### config.mk
export PLATFORM = sky130hd
export DESIGN_NAME = csp_ctrl
export DESIGN_NICKNAME = d
export VERILOG_FILES = /design/src/design/csp_pkg.sv /design/src/design/csp_ctrl.sv
export SDC_FILE = /design/constraint.sdc
export NUM_CORES = 1
export LEC_CHECK = 0
export ABC_AREA = 1
export BUFFER_PORTS_ARGS = -buffer_cell sky130_fd_sc_hd__buf_2
export CORE_UTILIZATION = 47
export DETAILED_ROUTE_END_ITERATION = 8
export PLACE_DENSITY = 0.85
export SYNTH_ARGS = -nofsm -noshare
export SYNTH_HDL_FRONTEND = slang
export SYNTH_SLANG_ARGS = --single-unit
### constraint.sdc
create_clock -name clk -period 2.35 [get_ports clk]
set_input_delay 0.235 -clock clk [delete_from_list [all_inputs] [get_ports clk]]
set_output_delay 0.235 -clock clk [all_outputs]
set_load 0.1 [all_outputs]
### src/design/csp_pkg.sv
// Shared types, sizes and codes for the call-stack time profiler.
// No dependencies; every design file imports this package.
package csp_pkg;

    localparam int STACK_DEPTH = 64;
    localparam int FUNC_SLOTS  = 256;
    localparam int PAIR_SLOTS  = 512;

    localparam int SW      = $clog2(STACK_DEPTH);
    localparam int DEPTH_W = $clog2(STACK_DEPTH + 1);
    localparam int FW      = $clog2(FUNC_SLOTS);
    localparam int FCNT_W  = $clog2(FUNC_SLOTS + 1);
    localparam int PW      = $clog2(PAIR_SLOTS);
    localparam int PCNT_W  = $clog2(PAIR_SLOTS + 1);
    localparam int SCAN_W  = (FW > PW) ? FW : PW;
    localparam int CMP_W   = 16;

    localparam logic [2:0] ACT_ENTER     = 3'd0;
    localparam logic [2:0] ACT_LEAVE     = 3'd1;
    localparam logic [2:0] ACT_SUSPEND   = 3'd2;
    localparam logic [2:0] ACT_RESUME    = 3'd3;
    localparam logic [2:0] ACT_READ_FUNC = 3'd4;
    localparam logic [2:0] ACT_READ_PAIR = 3'd5;

    localparam logic [2:0] ST_OK    = 3'd0;
    localparam logic [2:0] ST_EMPTY = 3'd1;
    localparam logic [2:0] ST_FULL  = 3'd2;
    localparam logic [2:0] ST_TABLE = 3'd3;
    localparam logic [2:0] ST_SLOT  = 3'd4;

    typedef enum logic [3:0] {
        S_IDLE,
        S_DECODE,
        S_FSCAN,
        S_E_FCHK,
        S_PSCAN,
        S_E_PCHK,
        S_E_COMMIT,
        S_L_TOP,
        S_L_FUNC,
        S_L_PAIR,
        S_R_TOP,
        S_R_FUNC,
        S_RF,
        S_RP1,
        S_RP2,
        S_DONE
    } state_t;

    typedef enum logic [1:0] {
        FSEL_SCAN,
        FSEL_STACK,
        FSEL_SLOT,
        FSEL_CALLEE
    } fsel_t;

    typedef enum logic {
        PSEL_SCAN,
        PSEL_SLOT
    } psel_t;

    typedef struct packed {
        logic [FW-1:0] slot;
        logic [63:0]   start;
    } frame_t;

    typedef struct packed {
        logic [31:0]        ident;
        logic [31:0]        calls;
        logic [DEPTH_W-1:0] nesting;
        logic [63:0]        cycles;
        logic [63:0]        rec_cycles;
        logic [63:0]        susp_cycles;
    } func_entry_t;

    typedef struct packed {
        logic [FW-1:0]      caller;
        logic [FW-1:0]      callee;
        logic [31:0]        calls;
        logic [DEPTH_W-1:0] nesting;
        logic [63:0]        cycles;
        logic [63:0]        rec_cycles;
    } pair_entry_t;

    typedef struct packed {
        logic       cap;
        logic       stk_rd;
        logic       push;
        logic       pop;
        logic       scan_clr;
        logic       scan_inc;
        logic       f_rd;
        fsel_t      f_sel;
        logic       f_wr_enter;
        logic       f_wr_leave;
        logic       f_wr_resume;
        logic       p_rd;
        psel_t      p_sel;
        logic       p_wr_enter;
        logic       p_wr_leave;
        logic       f_match_set;
        logic       f_new_set;
        logic       f_from_stack;
        logic       p_match_set;
        logic       p_new_set;
        logic       el_leave;
        logic       el_resume;
        logic       susp_latch;
        logic       st_we;
        logic [2:0] st_code;
        logic       res_func_load;
        logic       res_pair_load;
        logic       out_load;
    } cmd_t;

    typedef struct packed {
        logic [2:0] act;
        logic       depth_zero;
        logic       depth_full;
        logic       fcnt_zero;
        logic       pcnt_zero;
        logic       f_full;
        logic       p_full;
        logic       f_match;
        logic       f_last;
        logic       p_match;
        logic       p_last;
        logic       f_found;
        logic       p_found;
        logic       slot_bad_f;
        logic       slot_bad_p;
    } stat_t;

endpackage

### src/design/csp_ctrl.sv
// Sequencer of the call-stack time profiler: handshakes and per-action steps.
// Depends on csp_pkg; drives csp_dpath through cmd_t and reads stat_t.
module csp_ctrl (
    input  logic           clk,
    input  logic           rst_n,
    input  logic           in_valid,
    output logic           in_stall,
    output logic           out_valid,
    input  logic           out_stall,
    input  csp_pkg::stat_t stat,
    output csp_pkg::cmd_t  cmd
);
    import csp_pkg::*;

    state_t state_reg, state_next;
    logic   out_valid_reg, out_valid_next;
    logic   out_free;

    assign out_free  = !out_valid_reg || !out_stall;
    assign in_stall  = (state_reg != S_IDLE);
    assign out_valid = out_valid_reg;

    always_ff @(posedge clk or negedge rst_n)
    begin
        if (!rst_n)
        begin
            state_reg     <= S_IDLE;
            out_valid_reg <= 1'b0;
        end
        else
        begin
            state_reg     <= state_next;
            out_valid_reg <= out_valid_next;
        end
    end

    always_comb
    begin
        out_valid_next = out_valid_reg;
        if (out_valid_reg && !out_stall)
            out_valid_next = 1'b0;
        if (state_reg == S_DONE && out_free)
            out_valid_next = 1'b1;
    end

    // next state
    always_comb
    begin
        state_next = state_reg;
        unique case (state_reg)
            S_IDLE:
                if (in_valid)
                    state_next = S_DECODE;
            S_DECODE:
                unique case (stat.act)
                    ACT_ENTER:
                        if (stat.depth_full)
                            state_next = S_DONE;
                        else if (stat.fcnt_zero)
                            state_next = S_E_FCHK;
                        else
                            state_next = S_FSCAN;
                    ACT_LEAVE:
                        state_next = stat.depth_zero ? S_DONE : S_L_TOP;
                    ACT_RESUME:
                        state_next = stat.depth_zero ? S_DONE : S_R_TOP;
                    ACT_READ_FUNC:
                        state_next = stat.slot_bad_f ? S_DONE : S_RF;
                    ACT_READ_PAIR:
                        state_next = stat.slot_bad_p ? S_DONE : S_RP1;
                    default:
                        state_next = S_DONE;
                endcase
            S_FSCAN:
                if (stat.f_match || stat.f_last)
                    state_next = S_E_FCHK;
            S_E_FCHK:
                if (!stat.f_found && stat.f_full)
                    state_next = S_DONE;
                else if (stat.depth_zero)
                    state_next = S_E_COMMIT;
                else if (!stat.f_found || stat.pcnt_zero)
                    state_next = S_E_PCHK;
                else
                    state_next = S_PSCAN;
            S_PSCAN:
                if (stat.p_match)
                    state_next = (stat.act == ACT_ENTER) ? S_E_PCHK : S_L_PAIR;
                else if (stat.p_last)
                    state_next = (stat.act == ACT_ENTER) ? S_E_PCHK : S_DONE;
            S_E_PCHK:
                state_next = (!stat.p_found && stat.p_full) ? S_DONE : S_E_COMMIT;
            S_E_COMMIT:
                state_next = S_DONE;
            S_L_TOP:
                state_next = S_L_FUNC;
            S_L_FUNC:
                if (stat.depth_zero || stat.pcnt_zero)
                    state_next = S_DONE;
                else
                    state_next = S_PSCAN;
            S_L_PAIR:
                state_next = S_DONE;
            S_R_TOP:
                state_next = S_R_FUNC;
            S_R_FUNC:
                state_next = S_DONE;
            S_RF:
                state_next = S_DONE;
            S_RP1:
                state_next = S_RP2;
            S_RP2:
                state_next = S_DONE;
            S_DONE:
                if (out_free)
                    state_next = S_IDLE;
            default:
                state_next = S_IDLE;
        endcase
    end

    // commands
    always_comb
    begin
        cmd = '0;
        unique case (state_reg)
            S_IDLE:
                cmd.cap = in_valid;
            S_DECODE:
                unique case (stat.act)
                    ACT_ENTER:
                        if (stat.depth_full)
                        begin
                            cmd.st_we   = 1'b1;
                            cmd.st_code = ST_FULL;
                        end
                        else
                        begin
                            cmd.stk_rd   = 1'b1;
                            cmd.scan_clr = 1'b1;
                            cmd.f_rd     = 1'b1;
                            cmd.f_sel    = FSEL_SCAN;
                            if (stat.fcnt_zero)
                                cmd.f_new_set = 1'b1;
                        end
                    ACT_LEAVE:
                        if (stat.depth_zero)
                        begin
                            cmd.st_we   = 1'b1;
                            cmd.st_code = ST_EMPTY;
                        end
                        else
                            cmd.stk_rd = 1'b1;
                    ACT_SUSPEND:
                    begin
                        cmd.susp_latch = 1'b1;
                        if (stat.depth_zero)
                        begin
                            cmd.st_we   = 1'b1;
                            cmd.st_code = ST_EMPTY;
                        end
                    end
                    ACT_RESUME:
                    begin
                        cmd.el_resume = 1'b1;
                        if (stat.depth_zero)
                        begin
                            cmd.st_we   = 1'b1;
                            cmd.st_code = ST_EMPTY;
                        end
                        else
                            cmd.stk_rd = 1'b1;
                    end
                    ACT_READ_FUNC:
                        if (stat.slot_bad_f)
                        begin
                            cmd.st_we   = 1'b1;
                            cmd.st_code = ST_SLOT;
                        end
                        else
                        begin
                            cmd.f_rd  = 1'b1;
                            cmd.f_sel = FSEL_SLOT;
                        end
                    ACT_READ_PAIR:
                        if (stat.slot_bad_p)
                        begin
                            cmd.st_we   = 1'b1;
                            cmd.st_code = ST_SLOT;
                        end
                        else
                        begin
                            cmd.p_rd  = 1'b1;
                            cmd.p_sel = PSEL_SLOT;
                        end
                    default:
                        cmd.st_we = 1'b0;
                endcase
            S_FSCAN:
                if (stat.f_match)
                    cmd.f_match_set = 1'b1;
                else if (stat.f_last)
                    cmd.f_new_set = 1'b1;
                else
                begin
                    cmd.scan_inc = 1'b1;
                    cmd.f_rd     = 1'b1;
                    cmd.f_sel    = FSEL_SCAN;
                end
            S_E_FCHK:
                if (!stat.f_found && stat.f_full)
                begin
                    cmd.st_we   = 1'b1;
                    cmd.st_code = ST_TABLE;
                end
                else if (!stat.depth_zero)
                begin
                    if (!stat.f_found || stat.pcnt_zero)
                        cmd.p_new_set = 1'b1;
                    else
                    begin
                        cmd.scan_clr = 1'b1;
                        cmd.p_rd     = 1'b1;
                        cmd.p_sel    = PSEL_SCAN;
                    end
                end
            S_PSCAN:
                if (stat.p_match)
                    cmd.p_match_set = 1'b1;
                else if (stat.p_last)
                    cmd.p_new_set = 1'b1;
                else
                begin
                    cmd.scan_inc = 1'b1;
                    cmd.p_rd     = 1'b1;
                    cmd.p_sel    = PSEL_SCAN;
                end
            S_E_PCHK:
                if (!stat.p_found && stat.p_full)
                begin
                    cmd.st_we   = 1'b1;
                    cmd.st_code = ST_TABLE;
                end
            S_E_COMMIT:
            begin
                cmd.f_wr_enter = 1'b1;
                cmd.p_wr_enter = !stat.depth_zero;
                cmd.push       = 1'b1;
            end
            S_L_TOP:
            begin
                cmd.f_from_stack = 1'b1;
                cmd.el_leave     = 1'b1;
                cmd.f_rd         = 1'b1;
                cmd.f_sel        = FSEL_STACK;
                cmd.pop          = 1'b1;
            end
            S_L_FUNC:
            begin
                cmd.f_wr_leave = 1'b1;
                if (!stat.depth_zero && !stat.pcnt_zero)
                begin
                    cmd.stk_rd   = 1'b1;
                    cmd.scan_clr = 1'b1;
                    cmd.p_rd     = 1'b1;
                    cmd.p_sel    = PSEL_SCAN;
                end
            end
            S_L_PAIR:
                cmd.p_wr_leave = 1'b1;
            S_R_TOP:
            begin
                cmd.f_from_stack = 1'b1;
                cmd.f_rd         = 1'b1;
                cmd.f_sel        = FSEL_STACK;
            end
            S_R_FUNC:
                cmd.f_wr_resume = 1'b1;
            S_RF:
                cmd.res_func_load = 1'b1;
            S_RP1:
            begin
                cmd.f_rd  = 1'b1;
                cmd.f_sel = FSEL_CALLEE;
            end
            S_RP2:
                cmd.res_pair_load = 1'b1;
            S_DONE:
                cmd.out_load = out_free;
            default:
                cmd.cap = 1'b0;
        endcase
    end

endmodule

== After elaboration in Yosys (flattened, before gate mapping) ==
Index checks and enable logic that the tools add are counted.
Widths: inputs -> output; s select.
Word-level totals
  bits of input ports: 21
  output and inout port bits: 33
  register bits after elaboration: 5
Operators by class
  equality and inequality tests: 24
  reduce and logical (&&, ||, !) cells: 24
  mux-type cells: 89
Operator list (number)
  $mux 4: 20
  $pmux 4 s12: 1
  $mux 1: 40
  $eq 4x4->1 const B: 8
  $mux 2: 12
  $pmux 3 s4: 2
  $pmux 4 s5: 1
  $eq 4x3->1 const B: 4
  $pmux 4 s3: 1
  $pmux 1 s2: 5
  $mux 3: 3
  $eq 4x2->1 const B: 2
  $pmux 2 s4: 1
  $eq 3x2->1 const B: 2
  $eq 3x3->1 const B: 2
  $logic_not 1->1: 6
  $ne 2x2->1 const B: 3
  $pmux 3 s2: 1
  $logic_and 1x1->1: 5
  $reduce_or 5->1: 1
  $eq 4x1->1 const B: 1
  $logic_not 4->1: 1
  $logic_or 1x1->1: 4
  $pmux 1 s4: 1
  other kinds (9): 10

== Logic depth before layout (Yosys ltp) ==
Gate-level depths: netlist (run 1).
  word-level depth: 6
  gate-level depth with buffers: 10
  depth with buffers taken out: 10

== Least setup slack after synthesis (run 1) ==
Ideal clock, no wire load.
  path type: reg-to-output
  start: reg state_reg[3]
  end: out cmd[7] (netlist name)
  data arrival time: 3726 ps
  path buffers: 0
  path slack: -1611 ps
  cell stages (with the launch flop): 6
  cell sequence: dfrtp_1 > inv_1 > nand2_1 > nor2_4 > inv_1 > nor4_1
RTL lines
  from (decl): line csp_ctrl.sv:15  | state_t state_reg, state_next;
  from (signal assigned): line csp_ctrl.sv:32  | state_reg <= state_next;
  to (decl): line csp_ctrl.sv:11  | output csp_pkg::cmd_t cmd

==> flow_metrics.py, run 1 <==
metrics = {
    "route": {
        "routedWlPerCell_um": 10.4,
        "drt_iter0_drc": 66,
        "avgViaCountPerCell": 4.98,
        "wl_met1_mm": 1.29,
        "vias": 1393,
        "drtAntennaViolNets": 0,
        "top_layer_used": "met3",
        "drcViolationCount": 0,
        "drtPass1Iterations": 4,
        "routed_wl_mm": 2.91,
        "route.met2.wl_mm": 1.33,
        "met3_length_um": 291,
    },
    "clock_network": {
        "cts_tree": "done",
        "clk_path_buf_depth": 2,
        "clkSinkCount": 5,
        "cts_max_level": 1,
        "clock_latency_ps": 240,
        "numCtsBuffers": 3,
        "cts_setup_buffers": 0,
        "clkTransAtPathRegs_ps": 50,
        "clock-root-buffer": "clkbuf_4",
    },
    "final_layout": {
        "area_growth_pct": 39.7,
        "largest_register_ffs": 4,
        "finalInstanceArea_um2": 1330,
        "drive_above_1_share_pct": 28.2,
        "diodes": 0,
        "multi_input_area_um2": 716,
        "seq_area_um2": 125,
        "fillers": 166,
        "final_nets": 277,
    },
    "critical_path": {
        "setup.worst_path.end_class": "primary output",
        "arrival_ps": 1970,
        "crit_required_ps": 2120,
        "startpoint_type": "flip-flop",
        "cp_max_fo": 10,
        "critical_path_class": "flip-flop to primary output",
    },
    "timing": {
        "setup_viol": 0,
        "skew_ps": 3.11,
        "rsz0062_at_grt": "no",
        "final-hold-violation-count": 0,
        "setup_tns_ps": 0,
        "period_needed_ps": 2210,
        "worstMarginPinSlew_ps": 488,
        "drv_slew": 0,
        "fin_crit_sh_pct": 94.0,
        "fmax_mhz": 453,
        "hold-worst-slack_ps": 231,
        "max_slew_margin_pct": 67.7,
        "fin_ws_ps": 141,
    },
    "floorplan": {
        "floorplan.rows": 15,
        "design.portCount": 54,
        "die_w_um": 47.1,
        "core-area_um2": 1820,
        "chipHeight_um": 47.1,
        "initial_core_util_pct": 52.4,
        "die-area_um2": 2220,
    },
    "synth": {
        "syn_inst": 199,
        "syn-cell-area_um2": 955,
        "syn_area_per_cell_um2": 4.80,
        "syn-num-nets": 220,
        "ys_seq_area_share_pct": 13.1,
        "synth-warning-count": 0,
        "synth.distinct_cells": 20,
        "synth_seq_cells": 5,
    },
    "placed_design": {
        "place_area_um2": 1290,
        "hpwl_mm": 2.43,
        "portBuffers": 53,
        "gp_congestion": 0.988,
        "dp_slack_ps": 383,
    },
    "grt": {
        "grt_start_max_net_pins": 11,
        "antenna_found_initial": 0,
        "track_usage_pct": 26.8,
        "grt_overflow": 0,
        "grt_pass1_wl_mm": 4.33,
        "first_global_vias": 1050,
    },
    "flow_run": {
        "drv_cap": 0,
    },
    "run_status": {
        "status": "finished clean",
    },
    "hold_path": {
        "hp-class": "primary input to flip-flop",
    },
}
## critical path, stage by stage (launching register included)
cell and delay, ps:
dfrtp_1 400, inv_1 100, nand2_1 150, nor2_4 280, nand4_1 250, nand2_1 130
buf_2 430
## worst paths after layout
kind	startpoint	end	slack (ps)	cells past startpoint
setup / recovery	state_reg[1]	cmd[29]	140	6
hold / removal	out_stall	out_valid	230	3
setup reg to reg	state_reg[1]	state_reg[0]	830	7
hold reg to reg	out_valid	out_valid	510	2
max in group asynchronous	rst_n	state_reg[3]	1860	2
min in group asynchronous	rst_n	state_reg[1]	360	2
## synth_stat cells (all sizes together)
cell	number	share of area, %
nand2	64	25
nor2	48	20
nor3	1	0.52
a21oi	6	3.1
nor4	1	0.66
o21ai	8	4.2
inv	36	14
a32o	1	1.0
nand4	3	2.0
o211ai	1	0.79
dfrtp	5	13
buf	4	2.9
nand3	19	10
o22ai	1	0.66
nor3b	1	0.79
## per-stage QoR
stage	utilization (%)	instances
finish	73.3	280
floorplan	-	199
CTS	72.7	280
detailed placement	70.7	275
global route	73.3	280
global placement	70.7	275
## per-layer routing
metal | vias to the layer above | global-route usage, %
met5 | - | 0
met2 | 71 | 43.3
met1 | 593 | 39.9
met3 | 0 | 3.46
li1 | 729 | -
met4 | 0 | 1.71
## repair_timing
action | CTS | global route
resized for setup | 0 | 4
endpoints found under the hold margin | 5 | 0
setup endpoints to repair | 0 | 4
hold buffers | 1 | 0
## final cells by class
cell class	count	share of cell area [%]
flip-flops and latches	5	9.38
well taps	25	2.35
repair buffers	56	22.5
clock buffers	4	1.97
inverters	36	10.1
multi-input cells	154	53.7
## cell usage in the layout, fill, tap and decap left out, drive strengths merged
cell,instances
o211ai,1
nor3b,1
nor4,1
a32o,1
nor2,48
dfrtp,5
buf,51
nand3,19
nand2,64
o22ai,1
dlygate4sd3,1
inv,36
o21ai,8
nor3,1
clkbuf,8
a21oi,6
nand4,3
## cells by family after synthesis
logic type	Yosys count	share of synthesized area [%]
AOI/OAI and AO/OA	17	9.83
and+or+nand+nor	137	60.0
buffers and inverters	40	17.0
DFF	5	13.1
Power of run 1 is not shown: default switching activity piles up to over one toggle a cycle in this logic, so the estimate is an artifact.
==> run 2: changes to the inputs <==
--- a/config.mk
+++ b/config.mk
@@ -6,7 +6,7 @@
 export NUM_CORES = 1
 export LEC_CHECK = 0
 export ABC_AREA = 1
-export BUFFER_PORTS_ARGS = -buffer_cell sky130_fd_sc_hd__buf_2
+export BUFFER_PORTS_ARGS = -buffer_cell sky130_fd_sc_hd__buf_4
 export CORE_UTILIZATION = 47
 export DETAILED_ROUTE_END_ITERATION = 8
 export PLACE_DENSITY = 0.85
==> flow_metrics.py, run 2 (synthesis gave the netlist of run 1 again) <==
metrics = {
    "route": {
        "routed_wl_mm": 3.20,
        "drcViolationCount": 0,
        "drtAntennaViolNets": 0,
        "drtPass1Iterations": 6,
        "drt_iter0_drc": 89,
        "avgViaCountPerCell": 5.26,
        "vias": 1468,
        "routedWlPerCell_um": 11.5,
    },
    "timing": {
        "worstMarginPinSlew_ps": 399,
        "fin_crit_sh_pct": 93.5,
        "fmax_mhz": 455,
        "final-hold-violation-count": 0,
        "skew_ps": 5.23,
        "hold-worst-slack_ps": 226,
        "rsz0062_at_grt": "no",
        "drv_slew": 0,
        "max_slew_margin_pct": 73.3,
        "setup_viol": 0,
        "period_needed_ps": 2200,
    },
    "final_layout": {
        "drive_above_1_share_pct": 28.0,
        "area_growth_pct": 51.8,
        "diodes": 0,
        "fillers": 140,
        "final_common_cell": "nand2_1",
        "final_nets": 276,
        "final_cell_count_no_fill": 279,
        "largest_register_ffs": 4,
        "layout_common_cells": "nand2_1, buf_4, nor2_1, inv_1, nand3_1",
    },
    "critical_path": {
        "ff2ff_path_depth": 7,
        "crit_path_top_delay_cell": "dfrtp_1",
        "startpoint_type": "flip-flop",
        "crit_required_ps": 2120,
        "worstPathCellList": "nor2_1 -> nand2_1 -> o21ai_0 -> inv_1 -> o21ai_2 -> buf_4",
        "critical_path_class": "flip-flop to primary output",
        "critPathMaxStageDelay_ps": 460,
        "path_buf_inv": 2,
        "cp.depth": 6,
        "cp_top_family": "simple AND/OR/NAND/NOR gates",
        "arrival_ps": 1960,
        "cp_max_fo": 8,
        "setup.worst_path.end_class": "primary output",
    },
    "placed_design": {
        "portBuffers": 53,
        "dp_cells": 274,
        "hpwl_mm": 2.61,
        "gp_congestion": 0.987,
    },
    "floorplan": {
        "chipHeight_um": 47.1,
        "initial_core_util_pct": 52.4,
        "floorplan.rows": 15,
        "die-area_um2": 2220,
        "design.portCount": 54,
        "die_w_um": 47.1,
        "core-area_um2": 1820,
    },
    "clock_network": {
        "cts_setup_buffers": 0,
        "clock-root-buffer": "clkbuf_4",
        "clock_latency_ps": 250,
        "cts_max_level": 1,
        "cts_tree": "done",
        "clkSinkCount": 5,
        "cts_resized": 0,
        "numCtsBuffers": 3,
        "clk_path_buf_depth": 2,
        "clkTransAtPathRegs_ps": 50,
        "postCtsHoldBufs": 1,
    },
    "grt": {
        "grt_overflow": 0,
        "track_usage_pct": 30.5,
        "grt_pass1_wl_mm": 4.86,
        "antenna_found_initial": 0,
        "first_global_vias": 1187,
        "grt_start_max_net_pins": 11,
    },
    "power_and_ir_drop": {
        "power.leakage_nw": 0.938,
        "worst_ir_drop_vdd_uv": 1170,
        "powerDensity_nw_per_um2": 1560,
    },
    "run_status": {
        "status": "finished clean",
    },
    "flow_run": {
        "drv_cap": 0,
    },
    "hold_path": {
        "holdPathStages": 3,
        "hp-class": "primary input to flip-flop",
    },
}
[run 2: worst paths after layout]
kind	start	endpoint	slack (ps)
worst max-delay path	state_reg[2]	cmd[6]	150
worst min-delay path	out_stall	out_valid	230
worst max register to register	state_reg[2]	state_reg[0]	780
max in group asynchronous	rst_n	state_reg[0]	1910
min in group asynchronous	rst_n	state_reg[2]	320
worst min register to register	out_valid	out_valid	520
[run 2: worst reg2reg max path, stage by stage (launching register included)]
cell and delay [ps]:
dfrtp_1 460, nor2_1 370, nand3_2 180, nand2_1 170, nor2_2 80, nand3_1 100, nor2_1 40, nor2_1 90
[run 2: power breakdown]
part / internal [mW] / switching [mW] / total (mW)
logic: 0.418 / 1.54 / 1.95
clock network: 0.0647 / 0.0426 / 0.107
registers: 0.137 / 0.0655 / 0.202
total: 0.619 / 1.64 / 2.26
[run 2: final cells by class]
| type | instances | area (um2) | share of cell area [%] |
|---|---|---|---|
| clock buffer | 4 | 26.3 | 1.81 |
| inverter | 36 | 135 | 9.33 |
| multi-input combinational | 154 | 716 | 49.4 |
| sequential | 5 | 125 | 8.64 |
| tap | 25 | 31.3 | 2.16 |
| timing repair buffer | 55 | 415 | 28.7 |
[run 2: metal layers]
| metal | global-route usage [%] | up-vias | wire, um |
|---|---|---|---|
| met2 | 49.4 | 98 | 1470 |
| met3 | 5.00 | 10 | 330 |
| met5 | 0 | - | 0 |
| li1 | - | 725 | - |
| met1 | 42.6 | 635 | 1360 |
| met4 | 6.29 | 0 | 33 |
[run 2: per-stage QoR]
stage               utilization (%)  instance area [um2]  setup TNS [ps]  power, mW  worst slack (ps)
floorplan                         -                 1000            -506       1.76              -483
detailed placement             77.6                 1410               0       2.13               483
global placement               77.6                 1410               0       2.11               555
CTS                            79.6                 1450               0       2.24               209
global route                   79.6                 1450               0       2.38              14.6
finish                         79.6                 1450               0       2.26               153
Power figures use the tool's default switching activity.
